===== config.mk =====
export PLATFORM = sky130hd
export DESIGN_NAME = banked_register_mode_switch_core
export DESIGN_NICKNAME = d
export VERILOG_FILES = /design/src/hw/rtl/brms_pkg.sv /design/src/hw/rtl/banked_register_mode_switch_core.sv
export SDC_FILE = /design/constraint.sdc
export NUM_CORES = 2
export LEC_CHECK = 0
export BUFFER_PORTS_ARGS = -buffer_cell sky130_fd_sc_hd__clkbuf_2
export CORE_MARGIN = 2
export CORE_UTILIZATION = 25
export DETAILED_ROUTE_END_ITERATION = 6
export SYNTH_ARGS = -nofsm -noshare
export SYNTH_HDL_FRONTEND = slang
export SYNTH_SLANG_ARGS = --single-unit

===== constraint.sdc =====
create_clock -name clk -period 6.35 [get_ports clk]
set_input_delay 1.27 -clock clk [delete_from_list [all_inputs] [get_ports clk]]
set_output_delay 1.27 -clock clk [all_outputs]
set_load 0.01 [all_outputs]

===== src/hw/rtl/brms_pkg.sv =====
// ---------------------------------------------------------------------------
// brms_pkg
// Shared constants and helpers for the banked register file with mode switch
// ---------------------------------------------------------------------------
`timescale 1ns / 1ps

package brms_pkg;

    localparam int unsigned DEPTH  = 45;
    localparam int unsigned AW     = 6;
    localparam int unsigned DW     = 32;

    typedef logic [AW-1:0] addr_t;
    typedef logic [DW-1:0] word_t;
    typedef logic [4:0]    mode_t;
    typedef logic [2:0]    func_t;

    localparam func_t F_READ   = 3'd0;
    localparam func_t F_WRITE  = 3'd1;
    localparam func_t F_SWITCH = 3'd2;
    localparam func_t F_SWI    = 3'd3;
    localparam func_t F_UND    = 3'd4;
    localparam func_t F_IRQ    = 3'd5;
    localparam func_t F_FIQ    = 3'd6;
    localparam func_t F_RESET  = 3'd7;

    localparam mode_t M_USR = 5'h10;
    localparam mode_t M_FIQ = 5'h11;
    localparam mode_t M_IRQ = 5'h12;
    localparam mode_t M_SVC = 5'h13;
    localparam mode_t M_ABT = 5'h17;
    localparam mode_t M_UND = 5'h1B;
    localparam mode_t M_SYS = 5'h1F;

    localparam addr_t A_R8   = 6'd8;
    localparam addr_t A_R13  = 6'd13;
    localparam addr_t A_R14  = 6'd14;
    localparam addr_t A_R15  = 6'd15;
    localparam addr_t A_CPSR = 6'd16;
    localparam addr_t A_SPSR = 6'd17;
    localparam addr_t A_IRQ  = 6'd18;
    localparam addr_t A_USR  = 6'd26;
    localparam addr_t A_SVC  = 6'd28;
    localparam addr_t A_ABT  = 6'd31;
    localparam addr_t A_UND  = 6'd34;
    localparam addr_t A_FIQL = 6'd37;
    localparam addr_t A_FIQH = 6'd42;

    localparam word_t CPSR_KEEP  = 32'hF000_00C0;
    localparam word_t BIT_I      = 32'h0000_0080;
    localparam word_t BIT_F      = 32'h0000_0040;
    localparam word_t CPSR_RESET = 32'h0000_005F;
    localparam word_t SP_SYS     = 32'h0300_7F00;
    localparam word_t SP_IRQ     = 32'h0300_7FA0;
    localparam word_t SP_SVC     = 32'h0300_7FE0;
    localparam word_t PC_RESET   = 32'h0000_0004;

    function automatic logic mode_ok(input mode_t m);
        return (m == M_USR) || (m == M_FIQ) || (m == M_IRQ) || (m == M_SVC) ||
               (m == M_ABT) || (m == M_UND) || (m == M_SYS);
    endfunction

    function automatic logic is_user(input mode_t m);
        return (m == M_USR) || (m == M_SYS);
    endfunction

    // first slot of the r13/r14/spsr copies of a mode
    function automatic addr_t bank_base(input mode_t m);
        addr_t b;
        case (m)
            M_USR, M_SYS: b = A_USR;
            M_FIQ:        b = A_FIQH;
            M_IRQ:        b = A_IRQ;
            M_SVC:        b = A_SVC;
            M_ABT:        b = A_ABT;
            default:      b = A_UND;
        endcase
        return b;
    endfunction

    // contents of a slot that was not written since reset
    function automatic word_t reset_value(input addr_t a);
        word_t v;
        case (a)
            A_R13:   v = SP_SYS;
            A_R15:   v = PC_RESET;
            A_IRQ:   v = SP_IRQ;
            A_SVC:   v = SP_SVC;
            default: v = '0;
        endcase
        return v;
    endfunction

    function automatic word_t exc_vector(input func_t f);
        word_t v;
        case (f)
            F_SWI:   v = 32'h0000_0008;
            F_UND:   v = 32'h0000_0004;
            F_IRQ:   v = 32'h0000_0018;
            default: v = 32'h0000_001C;
        endcase
        return v;
    endfunction

endpackage


===== src/hw/rtl/banked_register_mode_switch_core.sv =====
// ---------------------------------------------------------------------------
// banked_register_mode_switch_core
// Banked register file with status word, mode switch and exception entry
// ---------------------------------------------------------------------------
`timescale 1ns / 1ps

// One item is taken at a time. A mode switch saves the outgoing bank and loads
// the incoming one, with an r8-r12 exchange for each side of it that is FIQ
// mode; an exception entry also reads r15 first and writes r14 and r15 last.
// All of it passes the single read and single write port of the 45-entry
// register memory, which every banked copy goes through. The result sits in an
// output register; the next item can be transferred while it waits.
module banked_register_mode_switch_core (
    input  logic                  clk,
    input  logic                  rst_n,
    input  logic                  in_valid,
    output logic                  in_ready,
    input  brms_pkg::func_t       func,
    input  logic [4:0]            reg_index,
    input  brms_pkg::word_t       write_data,
    input  brms_pkg::mode_t       new_mode,
    input  logic                  save_state,
    output logic                  out_valid,
    input  logic                  out_ready,
    output brms_pkg::word_t       read_data,
    output brms_pkg::word_t       status_word,
    output brms_pkg::word_t       next_fetch,
    output logic                  mode_error
);
    import brms_pkg::*;

    localparam logic [3:0] S_IDLE = 4'd0;
    localparam logic [3:0] S_PC   = 4'd1;
    localparam logic [3:0] S_SV   = 4'd2;
    localparam logic [3:0] S_SWPO = 4'd3;
    localparam logic [3:0] S_SVW  = 4'd4;
    localparam logic [3:0] S_SWPI = 4'd5;
    localparam logic [3:0] S_LD   = 4'd6;
    localparam logic [3:0] S_EXC  = 4'd7;
    localparam logic [3:0] S_RD   = 4'd8;
    localparam logic [3:0] S_RDW  = 4'd9;

    localparam logic [2:0] CAP_NONE = 3'd0;
    localparam logic [2:0] CAP_T13  = 3'd1;
    localparam logic [2:0] CAP_T14  = 3'd2;
    localparam logic [2:0] CAP_T17  = 3'd3;
    localparam logic [2:0] CAP_TPC  = 3'd4;
    localparam logic [2:0] CAP_TSW  = 3'd5;

    localparam logic [4:0] SWAP_LAST = 5'd19;

    // logical register indexes as seen on reg_index
    localparam logic [4:0] IDX_CPSR = A_CPSR[4:0];
    localparam logic [4:0] IDX_SPSR = A_SPSR[4:0];

    // register memory
    word_t             ram [DEPTH];
    word_t             ram_q;
    addr_t             ra_q;
    logic              vq_reg;
    logic [DEPTH-1:0]  valid_reg, valid_next;

    logic  re, we;
    addr_t ra, wa;
    word_t wd;
    word_t mem_q;

    logic [3:0] state_reg, state_next;
    logic [4:0] cnt_reg, cnt_next;
    logic [2:0] cap_reg, cap_next;
    func_t      func_reg, func_next;
    logic [4:0] idx_reg, idx_next;
    mode_t      m_reg, m_next;
    logic       save_reg, save_next;
    logic       exc_reg, exc_next;
    logic       err_reg, err_next;
    mode_t      mode_reg, mode_next;
    word_t      cpsr_reg, cpsr_next;
    word_t      fetch_reg, fetch_next;
    word_t      t13_reg, t14_reg, t17_reg, tpc_reg, tsw_reg;

    logic       out_valid_reg, out_valid_next;
    word_t      rd_reg, rd_next;
    word_t      sw_reg, sw_next;
    word_t      nf_reg, nf_next;
    logic       me_reg, me_next;

    logic       in_xfer;
    addr_t      old_base, new_base;
    addr_t      swap_lo, swap_hi;
    word_t      spsr_val;

    assign in_ready = (state_reg == S_IDLE);
    assign in_xfer  = in_valid && in_ready;
    assign mem_q    = vq_reg ? ram_q : reset_value(ra_q);

    assign old_base = bank_base(mode_reg);
    assign new_base = bank_base(m_reg);
    assign swap_lo  = A_R8 + addr_t'(cnt_reg[4:2]);
    assign swap_hi  = A_FIQL + addr_t'(cnt_reg[4:2]);
    // spsr in force after the outgoing bank is saved
    assign spsr_val = is_user(mode_reg) ? cpsr_reg : t17_reg;

    always_comb
    begin
        re             = 1'b0;
        ra             = '0;
        we             = 1'b0;
        wa             = '0;
        wd             = '0;
        cap_next       = CAP_NONE;
        state_next     = state_reg;
        cnt_next       = cnt_reg;
        func_next      = func_reg;
        idx_next       = idx_reg;
        m_next         = m_reg;
        save_next      = save_reg;
        exc_next       = exc_reg;
        err_next       = err_reg;
        mode_next      = mode_reg;
        cpsr_next      = cpsr_reg;
        fetch_next     = fetch_reg;
        valid_next     = valid_reg;
        out_valid_next = out_valid_reg && !out_ready;
        rd_next        = rd_reg;
        sw_next        = sw_reg;
        nf_next        = nf_reg;
        me_next        = me_reg;

        case (state_reg)
            S_IDLE:
            begin
                if (in_xfer)
                begin
                    func_next  = func;
                    idx_next   = reg_index;
                    err_next   = 1'b0;
                    save_next  = 1'b1;
                    exc_next   = 1'b1;
                    cnt_next   = '0;
                    state_next = S_PC;
                    case (func)
                        F_READ:
                            state_next = S_RD;
                        F_WRITE:
                        begin
                            state_next = S_RD;
                            if (reg_index < IDX_CPSR || reg_index == IDX_SPSR)
                            begin
                                we = 1'b1;
                                wa = addr_t'(reg_index);
                                wd = write_data;
                            end
                            else if (reg_index == IDX_CPSR)
                                cpsr_next = (write_data & CPSR_KEEP) | word_t'(mode_reg);
                        end
                        F_SWITCH:
                        begin
                            m_next    = new_mode;
                            save_next = save_state;
                            exc_next  = 1'b0;
                            if (mode_ok(new_mode))
                                state_next = S_SV;
                            else
                            begin
                                err_next   = 1'b1;
                                state_next = S_RD;
                            end
                        end
                        F_SWI:
                            m_next = M_SVC;
                        F_UND:
                            m_next = M_UND;
                        F_IRQ:
                            m_next = M_IRQ;
                        F_FIQ:
                        begin
                            m_next = M_FIQ;
                            if ((cpsr_reg & BIT_F) != '0)
                                state_next = S_RD;
                        end
                        default:
                        begin
                            valid_next = '0;
                            mode_next  = M_SYS;
                            cpsr_next  = CPSR_RESET;
                            fetch_next = '0;
                            state_next = S_RD;
                        end
                    endcase
                end
            end
            S_PC:
            begin
                re         = 1'b1;
                ra         = A_R15;
                cap_next   = CAP_TPC;
                state_next = S_SV;
            end
            S_SV:
            begin
                re       = 1'b1;
                cnt_next = cnt_reg + 5'd1;
                case (cnt_reg)
                    5'd0:
                    begin
                        ra       = A_R13;
                        cap_next = CAP_T13;
                    end
                    5'd1:
                    begin
                        ra       = A_R14;
                        cap_next = CAP_T14;
                    end
                    default:
                    begin
                        ra         = A_SPSR;
                        cap_next   = CAP_T17;
                        cnt_next   = '0;
                        state_next = (mode_reg == M_FIQ) ? S_SWPO : S_SVW;
                    end
                endcase
            end
            S_SWPO, S_SWPI:
            begin
                cnt_next = cnt_reg + 5'd1;
                case (cnt_reg[1:0])
                    2'd0:
                    begin
                        re       = 1'b1;
                        ra       = swap_lo;
                        cap_next = CAP_TSW;
                    end
                    2'd1:
                    begin
                        re = 1'b1;
                        ra = swap_hi;
                    end
                    2'd2:
                    begin
                        we = 1'b1;
                        wa = swap_lo;
                        wd = mem_q;
                    end
                    default:
                    begin
                        we = 1'b1;
                        wa = swap_hi;
                        wd = tsw_reg;
                    end
                endcase
                if (cnt_reg == SWAP_LAST)
                begin
                    cnt_next   = '0;
                    state_next = (state_reg == S_SWPO) ? S_SVW : S_LD;
                end
            end
            S_SVW:
            begin
                we       = 1'b1;
                cnt_next = cnt_reg + 5'd1;
                case (cnt_reg)
                    5'd0:
                    begin
                        wa = old_base;
                        wd = t13_reg;
                    end
                    5'd1:
                    begin
                        wa = old_base + addr_t'(1);
                        wd = t14_reg;
                    end
                    default:
                    begin
                        // user modes have no own spsr: the status word goes there
                        wa         = is_user(mode_reg) ? A_SPSR : old_base + addr_t'(2);
                        wd         = spsr_val;
                        cnt_next   = '0;
                        state_next = (m_reg == M_FIQ) ? S_SWPI : S_LD;
                    end
                endcase
            end
            S_LD:
            begin
                cnt_next = cnt_reg + 5'd1;
                case (cnt_reg)
                    5'd0:
                    begin
                        re = 1'b1;
                        ra = new_base;
                    end
                    5'd1:
                    begin
                        we = 1'b1;
                        wa = A_R13;
                        wd = mem_q;
                    end
                    5'd2:
                    begin
                        re = 1'b1;
                        ra = new_base + addr_t'(1);
                    end
                    5'd3:
                    begin
                        we = 1'b1;
                        wa = A_R14;
                        wd = mem_q;
                    end
                    5'd4:
                    begin
                        re = 1'b1;
                        ra = new_base + addr_t'(2);
                    end
                    default:
                    begin
                        if (!is_user(m_reg))
                        begin
                            we = 1'b1;
                            wa = A_SPSR;
                            wd = save_reg ? cpsr_reg : mem_q;
                        end
                        cpsr_next  = (((m_reg == M_FIQ) ? cpsr_reg : spsr_val) & CPSR_KEEP)
                                     | word_t'(m_reg);
                        mode_next  = m_reg;
                        cnt_next   = '0;
                        state_next = exc_reg ? S_EXC : S_RD;
                    end
                endcase
            end
            S_EXC:
            begin
                we       = 1'b1;
                cnt_next = cnt_reg + 5'd1;
                if (cnt_reg == 5'd0)
                begin
                    wa = A_R14;
                    wd = (func_reg == F_SWI || func_reg == F_UND) ? tpc_reg - 32'd4 : tpc_reg;
                end
                else
                begin
                    wa         = A_R15;
                    wd         = exc_vector(func_reg) + 32'd4;
                    fetch_next = exc_vector(func_reg);
                    cpsr_next  = cpsr_reg | ((func_reg == F_FIQ) ? (BIT_I | BIT_F) : BIT_I);
                    cnt_next   = '0;
                    state_next = S_RD;
                end
            end
            S_RD:
            begin
                re         = (idx_reg <= IDX_SPSR);
                ra         = addr_t'(idx_reg);
                state_next = S_RDW;
            end
            S_RDW:
            begin
                if (!out_valid_reg || out_ready)
                begin
                    out_valid_next = 1'b1;
                    if (idx_reg == IDX_CPSR)
                        rd_next = cpsr_reg;
                    else if (idx_reg > IDX_SPSR)
                        rd_next = '0;
                    else
                        rd_next = mem_q;
                    sw_next    = cpsr_reg;
                    nf_next    = fetch_reg;
                    me_next    = err_reg;
                    state_next = S_IDLE;
                end
            end
            default:
                state_next = S_IDLE;
        endcase

        if (we)
            valid_next[wa] = 1'b1;
    end

    // memory: one write and one registered read per cycle
    always_ff @(posedge clk)
    begin
        if (we)
            ram[wa] <= wd;
        if (re)
        begin
            ram_q <= ram[ra];
            ra_q  <= ra;
        end
    end

    always_ff @(posedge clk or negedge rst_n)
    begin
        if (!rst_n)
        begin
            vq_reg        <= 1'b0;
            valid_reg     <= '0;
            state_reg     <= S_IDLE;
            cnt_reg       <= '0;
            cap_reg       <= CAP_NONE;
            mode_reg      <= M_SYS;
            cpsr_reg      <= CPSR_RESET;
            fetch_reg     <= '0;
            out_valid_reg <= 1'b0;
        end
        else
        begin
            if (re)
                vq_reg <= valid_reg[ra];
            valid_reg     <= valid_next;
            state_reg     <= state_next;
            cnt_reg       <= cnt_next;
            cap_reg       <= cap_next;
            mode_reg      <= mode_next;
            cpsr_reg      <= cpsr_next;
            fetch_reg     <= fetch_next;
            out_valid_reg <= out_valid_next;
        end
    end

    // payload registers, read data passes the registered memory output and then lands in a temp
    always_ff @(posedge clk)
    begin
        func_reg <= func_next;
        idx_reg  <= idx_next;
        m_reg    <= m_next;
        save_reg <= save_next;
        exc_reg  <= exc_next;
        err_reg  <= err_next;
        rd_reg   <= rd_next;
        sw_reg   <= sw_next;
        nf_reg   <= nf_next;
        me_reg   <= me_next;
        case (cap_reg)
            CAP_T13: t13_reg <= mem_q;
            CAP_T14: t14_reg <= mem_q;
            CAP_T17: t17_reg <= mem_q;
            CAP_TPC: tpc_reg <= mem_q;
            CAP_TSW: tsw_reg <= mem_q;
            default: ;
        endcase
    end

    assign out_valid   = out_valid_reg;
    assign read_data   = rd_reg;
    assign status_word = sw_reg;
    assign next_fetch  = nf_reg;
    assign mode_error  = me_reg;

    a_mode_field: assert property (@(posedge clk) disable iff (!rst_n)
        cpsr_reg[4:0] == mode_reg)
        else $error("status word mode field differs from current mode");

    a_cpsr_form: assert property (@(posedge clk) disable iff (!rst_n)
        (cpsr_reg & ~(CPSR_KEEP | 32'h0000_001F)) == '0)
        else $error("status word holds bits outside flags, masks and mode");

    a_no_rw_clash: assert property (@(posedge clk) disable iff (!rst_n)
        !(re && we && (ra == wa)))
        else $error("memory read and write hit the same entry in one cycle");

    a_result_after_read: assert property (@(posedge clk) disable iff (!rst_n)
        (state_reg == S_RD) |=> (state_reg == S_RDW))
        else $error("final register read not followed by result stage");

endmodule


==> summary.txt <==
Status
  – Status: complete, but fails checks
  – Failing checks: design-rule violations

Pwr
  – PD cells: 570 mW/mm²
  – Switching share of power: 0.410
  – Total power: 48.7 mW
  – Pleak: 29.6 nW
  – Worst vdd ir: 0.619 mV
  – NetSw: 20.0 mW
  – Internal power: 28.7 mW
  – Combinational cell fraction of total power: 0.431
  – Flop pwr share: 0.355
  – Clock power share: 0.214

Critical path
  – R2R Path Start: cnt_reg[0]
  – Crit. Startpoint: cnt_reg[0]
  – Crit path to: ram_q[10]
  – CP startpoint kind: flop
  – R2R setup slack: 1090 ps
  – Worst r2r dst: ram_q[10]
  – Crit-path max cell delay: 620 ps
  – Worst path slowest cell: a21oi_1
  – Required @ worst endpoint: 7030 ps
  – Crit path kind: reg2reg
  – Crit path max fanout: 62
  – CP cell instances: inv_1, ha_1, nand3b_1, a31o_2, a21oi_1, a211oi_4, inv_8, buf_12, mux2i_1, mux4_2, and2_1, a31oi_1, o2111a_1
  – Worst Path Arrival: 5940 ps
  – R2R depth: 13
  – Critical Path End Type: flop

Drt
  – Routed vias: 46,270
  – Vias per cell: 4.86
  – Routed length per placed instance: 22.7 µm
  – Final ANT Viol Nets: 0
  – WL final: 216,000 µm
  – TritonRoute pass-1 iters: 7
  – Residual DRC: 1
  – Initial DRC count: 6,424

STA
  – Setup_tns: 0 ps
  – Slew Viols, Final: 0
  – Worst Tran Pin Value: 1310 ps
  – Tmin final: 5260 ps
  – Relative slew margins: 0.122
  – Fmax: 0.190 GHz
  – Final Hold Vio Count: 0
  – Tcrit/Tclk final: 0.829
  – RSZ-0062 raised after global routing: false
  – Final setup viols: 0
  – Clk_skew: 38.8 ps

Clocking
  – TritonCTS Buffers: 180
  – CTS Buffer Depth: 3
  – CTS-repair resized insts: 0
  – Worst skew pair latency: 840 ps
  – Clock Pin Slew Worst Setup and Hold Paths: 60 ps
  – H-tree depth: 4
  – Post-CTS Setup Bufs: 0
  – Clock root buffer: clkbuf_16
  – Sink Count: 1,779
  – CTS tree: yes
  – CTS Hold Buffers Added: 0

Global routing
  – GRT Total Usage: 0.141
  – First-pass GRT wire length: 310,000 µm
  – Largest net degree at the start of global routing: 180
  – Vias in the first global route: 43,819
  – Initial antenna violation count: 13
  – Final global-route overflow total: 0

Place
  – DPL Wire Length: 128,000 µm
  – Routability cong.: 0.886
  – Placed Area: 0.0797 mm²
  – IO buf count: 98
  – DP Cell Count: 9,176

Die
  – Core ar.: 0.291 mm²
  – Initial Util: 0.251
  – # IOs: 149
  – Die height: 545 µm
  – Die Footprint: 0.297 mm²
  – FP Rows: 198
  – Die W: 545 µm

Synth
  – Post-synth top area cell: edfxtp_1
  – Sequential area share after synthesis: 0.726
  – Syn Std Cell Area: 0.0731 mm²
  – Largest cells by area after synthesis: edfxtp_1, nand2_1, nand3_1, mux2i_1, dfrtp_1
  – Post-synth top cells: edfxtp_1, nand2_1, nand3_1
  – Avg Cell Area, Syn: 13.8 µm²
  – Most numerous cell in the Yosys netlist: edfxtp_1
  – Top-area cell type share of the netlist area: 0.699
  – Post-Synthesis Cells: 5,278
  – Post-synth EDFFs: 1,701
  – Async set-or-reset flop fraction in the synthesized netlist: 0.0438
  – #FFs+latches synth: 1,779
  – Synth Warn #: 0
  – Main synth FF type: edfxtp_1
  – Post-synthesis cell type count: 84

Finish
  – Util after Layout: 0.294
  – Share of cells above drive strength 1: 0.127
  – Nets: 5,521
  – Finished Layout Cells: 9,519
  – Synth-to-layout area growth: 16.9%
  – Fill cells: 29,034
  – Final Cell Area: 0.0855 mm²
  – Max reg flops: 1,440

Min path
  – HP Class: in2async

Run
  – Total of max-cap violations: 0
==> layer usage <==
| layer | global-route usage | share of wire | vias to the layer above |
|---|---|---|---|
| met3 | 0.0276 | 0.093 | 404 |
| li1 | - | - | 20124 |
| met5 | 0 | 0.00016 | - |
| met4 | 0.0538 | 0.037 | 6 |
| met1 | 0.190 | 0.41 | 23380 |
| met2 | 0.224 | 0.46 | 2356 |
==> cells by family (layout without fill, tap and decap cells) <==
kind of cell               after synthesis  in the layout  synth area share
AOI/OAI and AO/OA                      563            563            0.0565
xor gates and xnor gates                35             35           0.00419
adders and majority gates               13             13           0.00223
buffers and inverters                  425            679            0.0253
DFF                                   1779           1779             0.726
muxes                                  364            364            0.0573
other                                    1             88         0.0000513
and+or+nand+nor                       2098           2098             0.129
==> cells in the final DEF (no fill, tap or decap), types with 14 or more instances in the layout <==
master	instances
edfxtp_1	1701
nand2_1	1055
nand3_1	680
mux2i_1	317
clkbuf_16	183
buf_4	172
a21oi_1	97
clkbuf_2	97
nor2_1	87
conb_1	82
o21ai_0	70
dfrtp_1	67
and2_1	60
a21o_1	51
clkinv_1	47
nor2_4	43
mux4_2	43
inv_1	40
clkbuf_1	39
clkinv_2	35
a22oi_1	34
a222oi_1	34
a32oi_1	32
xnor2_1	30
a311oi_1	30
buf_12	28
nor3_1	26
a31oi_1	25
o2111a_1	24
a211oi_1	22
and3_1	19
nand3b_1	17
o211ai_1	17
a221oi_1	16
nand2b_1	14
nor2b_1	14
==> layout make-up <==
cell class / instances / area [µm²] / area share
sequential: 1779 / 53000 / 0.621
inverter: 45 / 188 / 0.00220
clock buffer: 222 / 4730 / 0.0553
tap: 3900 / 4880 / 0.0571
timing repair buffer: 297 / 2340 / 0.0273
clock inverter: 115 / 1030 / 0.0121
multi-input combinational: 3155 / 19200 / 0.225
antenna: 6 / 15.0 / 0.000176
==> power by group through the flow <==
stage          clock [mW]  sequential [mW]  combinational [mW]
2_1_floorplan           0             17.3                12.9
3_3_place_gp            0             17.4                20.6
3_5_place_dp            0             17.5                20.9
4_1_cts              10.6             17.2                21.0
5_1_grt              11.0             17.3                22.4
6_report             10.4             17.3                21.0
==> per-stage QoR <==
stage	hold WS (ps)	worst slack [ps]
CTS	221	1180
global placement	410	912
global route	248	750
detailed placement	410	925
finish	267	1090
floorplan	400	1070
==> worst max-delay path: cells and delay by family, from the launching register on <==
kind / cells / cell delay, ps
fa+ha+maj: 1 / 510
compound gates: 5 / 1910
mux: 2 / 610
simple gates: 2 / 530
buf+inv: 3 / 1000
flops: 1 / 430
==> worst min path at each step <==
stage	startpoint	end	slack (ps)	depth (start not counted)
4_1_cts	rst_n	out_valid	220	1
5_1_grt	rst_n	state_reg[2]	250	1
3_5_place_dp	err_reg	mode_error	410	0
3_3_place_gp	err_reg	mode_error	410	0
6_report	rst_n	state_reg[0]	270	1
2_1_floorplan	err_reg	mode_error	400	0
Note: power is estimated with default switching activity, not from simulation.
